$ cat src/rtl/core/length_prefixed_frame_checker_top_assert.svh
// ----------------------------------------------------------------------------
// length prefixed frame checker assertion macros
// wraps concurrent assertions so that synthesis sees nothing
// ----------------------------------------------------------------------------
`ifndef LENGTH_PREFIXED_FRAME_CHECKER_TOP_ASSERT_SVH
`define LENGTH_PREFIXED_FRAME_CHECKER_TOP_ASSERT_SVH

`ifndef SYNTHESIS
// checked on clk, masked while rst_n is low
`define LPFC_ASSERT(name, prop, msg) \
  name: assert property (@(posedge clk) disable iff (!rst_n) prop) else $error(msg);
// checked on clk, also during reset
`define LPFC_ASSERT_RST(name, prop, msg) \
  name: assert property (@(posedge clk) prop) else $error(msg);
`else
`define LPFC_ASSERT(name, prop, msg)
`define LPFC_ASSERT_RST(name, prop, msg)
`endif

`endif

$ cat src/rtl/core/lpfc_pkg.sv
// ----------------------------------------------------------------------------
// lpfc_pkg
// shared types and constants of the length prefixed frame checker
// ----------------------------------------------------------------------------
`timescale 1ns / 1ps

package lpfc_pkg;

  localparam int unsigned BYTE_W  = 8;
  localparam int unsigned LEN_W   = 32;
  localparam int unsigned HDR_IDX_W = 2;

  // result status codes
  typedef enum logic [1:0] {
    STATUS_OK      = 2'd0,
    STATUS_CSUM_ERR = 2'd1,
    STATUS_LEN_ERR = 2'd2
  } status_t;

  // length of 2^31 or more is flagged, i.e. the top bit is set
  function automatic status_t frame_status(input logic [LEN_W-1:0] len,
                                           input logic [BYTE_W-1:0] calc,
                                           input logic [BYTE_W-1:0] rcvd);
    status_t st;
    if (len[LEN_W-1]) begin
      st = STATUS_LEN_ERR;
    end else if (calc != rcvd) begin
      st = STATUS_CSUM_ERR;
    end else begin
      st = STATUS_OK;
    end
    return st;
  endfunction

endpackage

$ cat src/rtl/core/length_prefixed_frame_checker_top.sv
// the registered result is valid in the cycle after the frame's last byte transfers
// throughput: one byte per cycle if not stalled; per byte a 32-bit decrement and compare
// input stalls only when a frame-ending byte meets a full result register that is stalled
// reset: synchronous, active low; clears phase, header byte index and result valid
// ----------------------------------------------------------------------------
// length_prefixed_frame_checker_top
// checks a byte stream of frames: 4-byte big-endian length, checksum byte,
// payload; reports one status per frame
// ----------------------------------------------------------------------------
`timescale 1ns / 1ps
`include "length_prefixed_frame_checker_top_assert.svh"

module length_prefixed_frame_checker_top (
  input  logic                             clk,
  input  logic                             rst_n,
  // input byte channel
  input  logic                             in_valid,
  output logic                             in_stall,
  input  logic [lpfc_pkg::BYTE_W-1:0]      in_data_byte,
  // result channel
  output logic                             out_valid,
  input  logic                             out_stall,
  output logic [1:0]                       out_status,
  output logic [lpfc_pkg::LEN_W-1:0]       out_payload_length,
  output logic [lpfc_pkg::BYTE_W-1:0]      out_computed_checksum,
  output logic [lpfc_pkg::BYTE_W-1:0]      out_received_checksum
);

  // frame parse phase; the unused code falls back to the length phase
  typedef enum logic [1:0] {
    PH_LENGTH   = 2'd0,
    PH_CHECKSUM = 2'd1,
    PH_PAYLOAD  = 2'd2,
    PH_SPARE    = 2'd3
  } phase_t;

  phase_t                            phase_r, phase_nxt;
  logic [lpfc_pkg::HDR_IDX_W-1:0]    hdr_idx_r, hdr_idx_nxt;
  logic [lpfc_pkg::LEN_W-1:0]        frame_len_r, frame_len_nxt;
  logic [lpfc_pkg::LEN_W-1:0]        remaining_r, remaining_nxt;
  logic [lpfc_pkg::BYTE_W-1:0]       hdr_csum_r, hdr_csum_nxt;
  logic [lpfc_pkg::BYTE_W-1:0]       run_xor_r, run_xor_nxt;

  logic                              out_valid_r, out_valid_nxt;
  lpfc_pkg::status_t                 out_status_r, out_status_nxt;
  logic [lpfc_pkg::LEN_W-1:0]        out_len_r, out_len_nxt;
  logic [lpfc_pkg::BYTE_W-1:0]       out_calc_r, out_calc_nxt;
  logic [lpfc_pkg::BYTE_W-1:0]       out_rcvd_r, out_rcvd_nxt;

  logic in_xfer;
  logic ends_frame;   // next byte closes the frame, known from state alone
  logic fin_xfer;

  // a frame ends on the checksum byte of an empty frame or the last payload byte
  assign ends_frame = ((phase_r == PH_CHECKSUM) && (frame_len_r == '0)) ||
                      ((phase_r == PH_PAYLOAD) &&
                       (remaining_r == lpfc_pkg::LEN_W'(1)));

  // bytes that end no frame pass even while a result waits
  assign in_stall = ends_frame && out_valid_r && out_stall;
  assign in_xfer  = in_valid && !in_stall;
  assign fin_xfer = in_xfer && ends_frame;

  always_comb begin
    phase_nxt      = phase_r;
    hdr_idx_nxt    = hdr_idx_r;
    frame_len_nxt  = frame_len_r;
    remaining_nxt  = remaining_r;
    hdr_csum_nxt   = hdr_csum_r;
    run_xor_nxt    = run_xor_r;

    out_status_nxt = out_status_r;
    out_len_nxt    = out_len_r;
    out_calc_nxt   = out_calc_r;
    out_rcvd_nxt   = out_rcvd_r;
    // result register drains on its transfer, refills on a frame end
    out_valid_nxt  = (out_valid_r && out_stall) || fin_xfer;

    if (in_xfer) begin
      case (phase_r)
        PH_CHECKSUM: begin
          hdr_csum_nxt  = in_data_byte;
          run_xor_nxt   = '0;
          remaining_nxt = frame_len_r;
          if (frame_len_r == '0) begin
            // empty frame: result right after the checksum byte
            phase_nxt      = PH_LENGTH;
            hdr_idx_nxt    = '0;
            out_status_nxt = lpfc_pkg::frame_status(frame_len_r, '0, in_data_byte);
            out_len_nxt    = frame_len_r;
            out_calc_nxt   = '0;
            out_rcvd_nxt   = in_data_byte;
          end else begin
            phase_nxt = PH_PAYLOAD;
          end
        end
        PH_PAYLOAD: begin
          run_xor_nxt   = run_xor_r ^ in_data_byte;
          remaining_nxt = remaining_r - lpfc_pkg::LEN_W'(1);
          if (ends_frame) begin
            phase_nxt      = PH_LENGTH;
            hdr_idx_nxt    = '0;
            remaining_nxt  = '0;
            out_status_nxt = lpfc_pkg::frame_status(frame_len_r,
                                                    run_xor_r ^ in_data_byte,
                                                    hdr_csum_r);
            out_len_nxt    = frame_len_r;
            out_calc_nxt   = run_xor_r ^ in_data_byte;
            out_rcvd_nxt   = hdr_csum_r;
          end
        end
        default: begin
          // length phase; the spare code restarts the header
          logic [lpfc_pkg::HDR_IDX_W-1:0] idx;
          idx = (phase_r == PH_LENGTH) ? hdr_idx_r : '0;
          // big-endian shift-in, fresh on the first length byte
          frame_len_nxt = {((idx == '0) ? 24'd0 : frame_len_r[23:0]), in_data_byte};
          hdr_idx_nxt   = idx + lpfc_pkg::HDR_IDX_W'(1);
          phase_nxt     = (idx == '1) ? PH_CHECKSUM : PH_LENGTH;
        end
      endcase
    end
  end

  always_ff @(posedge clk) begin
    // datapath registers need no reset
    frame_len_r  <= frame_len_nxt;
    remaining_r  <= remaining_nxt;
    hdr_csum_r   <= hdr_csum_nxt;
    run_xor_r    <= run_xor_nxt;
    out_status_r <= out_status_nxt;
    out_len_r    <= out_len_nxt;
    out_calc_r   <= out_calc_nxt;
    out_rcvd_r   <= out_rcvd_nxt;
    if (!rst_n) begin
      phase_r     <= PH_LENGTH;
      hdr_idx_r   <= '0;
      out_valid_r <= 1'b0;
    end else begin
      phase_r     <= phase_nxt;
      hdr_idx_r   <= hdr_idx_nxt;
      out_valid_r <= out_valid_nxt;
    end
  end

  assign out_valid             = out_valid_r;
  assign out_status            = out_status_r;
  assign out_payload_length    = out_len_r;
  assign out_computed_checksum = out_calc_r;
  assign out_received_checksum = out_rcvd_r;

  // payload phase always has at least one byte due
  `LPFC_ASSERT(a_payload_nonzero, (phase_r == PH_PAYLOAD) |-> (remaining_r != '0),
               "payload phase with no bytes remaining")
  // header byte index only moves inside the length phase
  `LPFC_ASSERT(a_idx_in_length, (phase_r != PH_LENGTH) |-> (hdr_idx_r == '0),
               "header byte index set outside length phase")
  // a frame-ending transfer always produces a result next cycle
  `LPFC_ASSERT(a_frame_result, fin_xfer |=> (out_valid_r && (phase_r == PH_LENGTH)),
               "frame end without result")
  // status agrees with the reported length
  `LPFC_ASSERT(a_len_status, out_valid_r |->
               ((out_status_r == lpfc_pkg::STATUS_LEN_ERR) == out_len_r[lpfc_pkg::LEN_W-1]),
               "length error status mismatch")
  // reset leaves no stale result
  `LPFC_ASSERT_RST(a_reset_clears, !rst_n |=> (!out_valid_r && (phase_r == PH_LENGTH)),
                   "result or phase survived reset")

endmodule
$ cat config.mk
export PLATFORM = sky130hd
export DESIGN_NAME = length_prefixed_frame_checker_top
export DESIGN_NICKNAME = d
export VERILOG_FILES = /design/src/rtl/core/lpfc_pkg.sv /design/src/rtl/core/length_prefixed_frame_checker_top.sv
export VERILOG_INCLUDE_DIRS = /design/src /design/src/rtl/core
export SDC_FILE = /design/constraint.sdc
export NUM_CORES = 1
export LEC_CHECK = 0
export BUFFER_PORTS_ARGS = -buffer_cell sky130_fd_sc_hd__clkbuf_2
export CAP_MARGIN = 5
export CELL_PAD_IN_SITES_DETAIL_PLACEMENT = 1
export CELL_PAD_IN_SITES_GLOBAL_PLACEMENT = 2
export CORE_MARGIN = 2
export CORE_UTILIZATION = 43
export CTS_BUF_LIST = sky130_fd_sc_hd__clkbuf_8
export CTS_CLUSTER_DIAMETER = 120
export DETAILED_ROUTE_END_ITERATION = 16
export PLACE_DENSITY = 0.9
export SLEW_MARGIN = 20
export SYNTH_ARGS = -nofsm -noshare
export SYNTH_HDL_FRONTEND = slang
export SYNTH_SLANG_ARGS = --single-unit
$ cat constraint.sdc
create_clock -name clk -period 9.7 [get_ports clk]
set_clock_uncertainty 0.2 [all_clocks]
set_input_delay 0.485 -clock clk [delete_from_list [all_inputs] [get_ports clk]]
set_output_delay 0.485 -clock clk [all_outputs]
set_load 0.03 [all_outputs]
==> metrics <==
status complete, no violations; Via density 5.265; layout cells sized above 1 23.60%; post_cts resized 0; CTS tree built; crit path max fanout 78; Final #Nets 540; multi-input logic area 0.001795 sq mm; Yosys top cell area share 65.06%; setup_tns 0 ns; Startpoint Class flop; number of synthesized register bits 134; Post-CTS Hold Buffers 0; Storage cell area 0.003974 sq mm; max_slew headroom 35.60%; post-route ant nets 0; Ports 64; Tightest Pin Transition 0.9660 ns; Tcrit/Tclk final 39.04%; CTS Buf Count 17; Pwr Density 165.5 mW/mm^2; clock transition at the registers of the reported paths 0.08 ns; largest net degree at the start of global routing 79; Initial Util 44.44%; final WL 13480 um; DR iter-0 viols 188; Post-synth top cells 129 x edfxtp_1, 38 x nor2_1, 36 x inv_1; Leak 2.471 nW; Main synth FF type edfxtp_1; Remaining DRCs 0; Slew Limit Fails 0; Fill cells 1423; die extent in y 121.7 um; CTS H-tree lvls 4; Root Buffer clkbuf_8; Yosys cell types 47; routed len/inst 18.98 um; Avg Cell Area, Syn 13.26 sq um; CP Class flop to output pin; critical path arrival 3.10 ns; initial antenna violation count 0; synthesized area 0.005954 sq mm; Remaining Overflow, GRT 0; worst skew pair latency 0.46 ns; most common cell in the netlist edfxtp_1; first-pass GRT wire length 21470 um; EDFF count, synth 129; Post-Synthesis Net Count 468; HPWL Detailed 9223 um; number of global-route vias before repair 3911; area leader, netlist edfxtp_1; Worst Setup End Kind output pin; Hold Vio Cnt, Final 0; fin util 51.14%; Overall Global Routing Usage 19.63%; FP Rows 42; die width 121.7 um; yosys warns 0; Worst Hold Class input port to flop; Via Count 3738; asr flop ratio synth 0%; largest cells by area after synthesis edfxtp_1 65%, xor2_1 5.1%, nor2_1 2.4%; f_max 264.1 MHz; clock buffer depth 2; GPL Wtd Cong 0.8270; maximum vdd drop 0.09497 mV; Core Area 0.01340 sq mm; Synth-to-Final Area Change 15.09%; port bufs 63; Tmin final 3.786 ns; Pre-Repair DR Iteration Count 4; area of the die 0.01480 sq mm; register area share after synthesis 66.74%; RSZ-0062 raised after global routing no; final setup vio count 0; Diodes inserted 0; Tot Pwr 1.134 mW; WP data required 9.02 ns; Clock Sinks 134; Synth Instances 449; post-CTS setup buffer count 0; max_cap viols 0
[report_power, final]
group	total, mW	switching, mW	internal (mW)	leakage, nW
logic	0.0488	0.0310	0.0178	1.05
clock network	0.423	0.241	0.182	0.177
registers	0.662	0.0124	0.649	1.24
[stage by stage]
stage          setup slack (ns)  hold WS [ns]  std cells  instance area (sq um)
2_1_floorplan             5.079        0.2350        449                   5954
3_3_place_gp              6.090        0.2465        677                   6470
3_5_place_dp              5.927        0.2574        678                   6497
4_1_cts                   5.828       0.06025        710                   6853
6_report                  5.914       0.08897        710                   6853
5_1_grt                   5.635       0.06088        710                   6853
[sequential cells by signal (all words and copies together), names as in the netlist]
signal,cells
out_payload_length,31
frame_len_r,32
run_xor_r,8
out_computed_checksum,8
out_status,2
phase_r,2
hdr_idx_r,2
hdr_csum_r,8
remaining_r,32
out_received_checksum,8
out_valid,1
[routing by layer]
layer  GRT usage [%]  vias to the layer above  wire (um)
met4           7.184                        0        217
met1           24.98                     1845       6041
li1                -                     1787          -
met3           5.337                       17        514
met2           32.34                       89       6701
met5               0                        -          0
[final cells by class]
type | instances | area share (%)
multi-input cells | 264 | 26.20
repair buffers | 68 | 5.441
clock buffers | 17 | 3.414
inverters | 36 | 1.972
flip-flops and latches | 134 | 57.99
clock inverters | 15 | 1.771
well taps | 176 | 3.213
[cell usage in the layout, fill, tap and decap left out, types with 4 or more instances in the layout]
cell type	Yosys	layout
xnor2_1	8	8
nor4_1	22	22
clkbuf_2	0	63
dfxtp_1	5	5
a31o_2	5	5
inv_1	36	36
o21ai_0	18	18
and2_1	10	10
buf_4	1	4
inv_6	0	5
nand3_1	22	22
nor2b_1	14	13
nand2_1	20	20
nor2_1	38	36
mux2_2	8	8
edfxtp_1	129	129
nor3_1	6	6
nand3b_1	6	6
ha_1	7	6
o22ai_1	9	9
clkbuf_8	0	17
xor2_1	35	35
[critical path: stages, from the launching register on]
cell and delay (ns):
dfxtp_1 0.33, inv_1 0.09, ha_2 0.17, buf_4 0.58, nor4bb_1 0.50, nand2_1 0.15, inv_1 0.09, a21oi_1 0.07
buf_4 0.24, nor2_1 0.17, clkbuf_2 0.23
[final timing paths]
path                                 startpoint             end  slack, ns  cells past startpoint
worst max-delay path                 phase_r[0]        in_stall       5.91                     10
worst min-delay path            in_data_byte[7]   hdr_csum_r[7]       0.09                      1
worst max register to register       phase_r[0]  remaining_r[9]       5.95                     11
worst min register to register     hdr_idx_r[0]    hdr_idx_r[0]       0.27                      2
[kinds of logic after synthesis]
logic type,share of synthesized area (%)
compound gates,5.001
fa+ha+maj,1.471
mux,2.017
simple gates,15.00
flops,66.74
buf+inv,3.446
xor+xnor,6.325
Power figures use the tool's default switching activity.
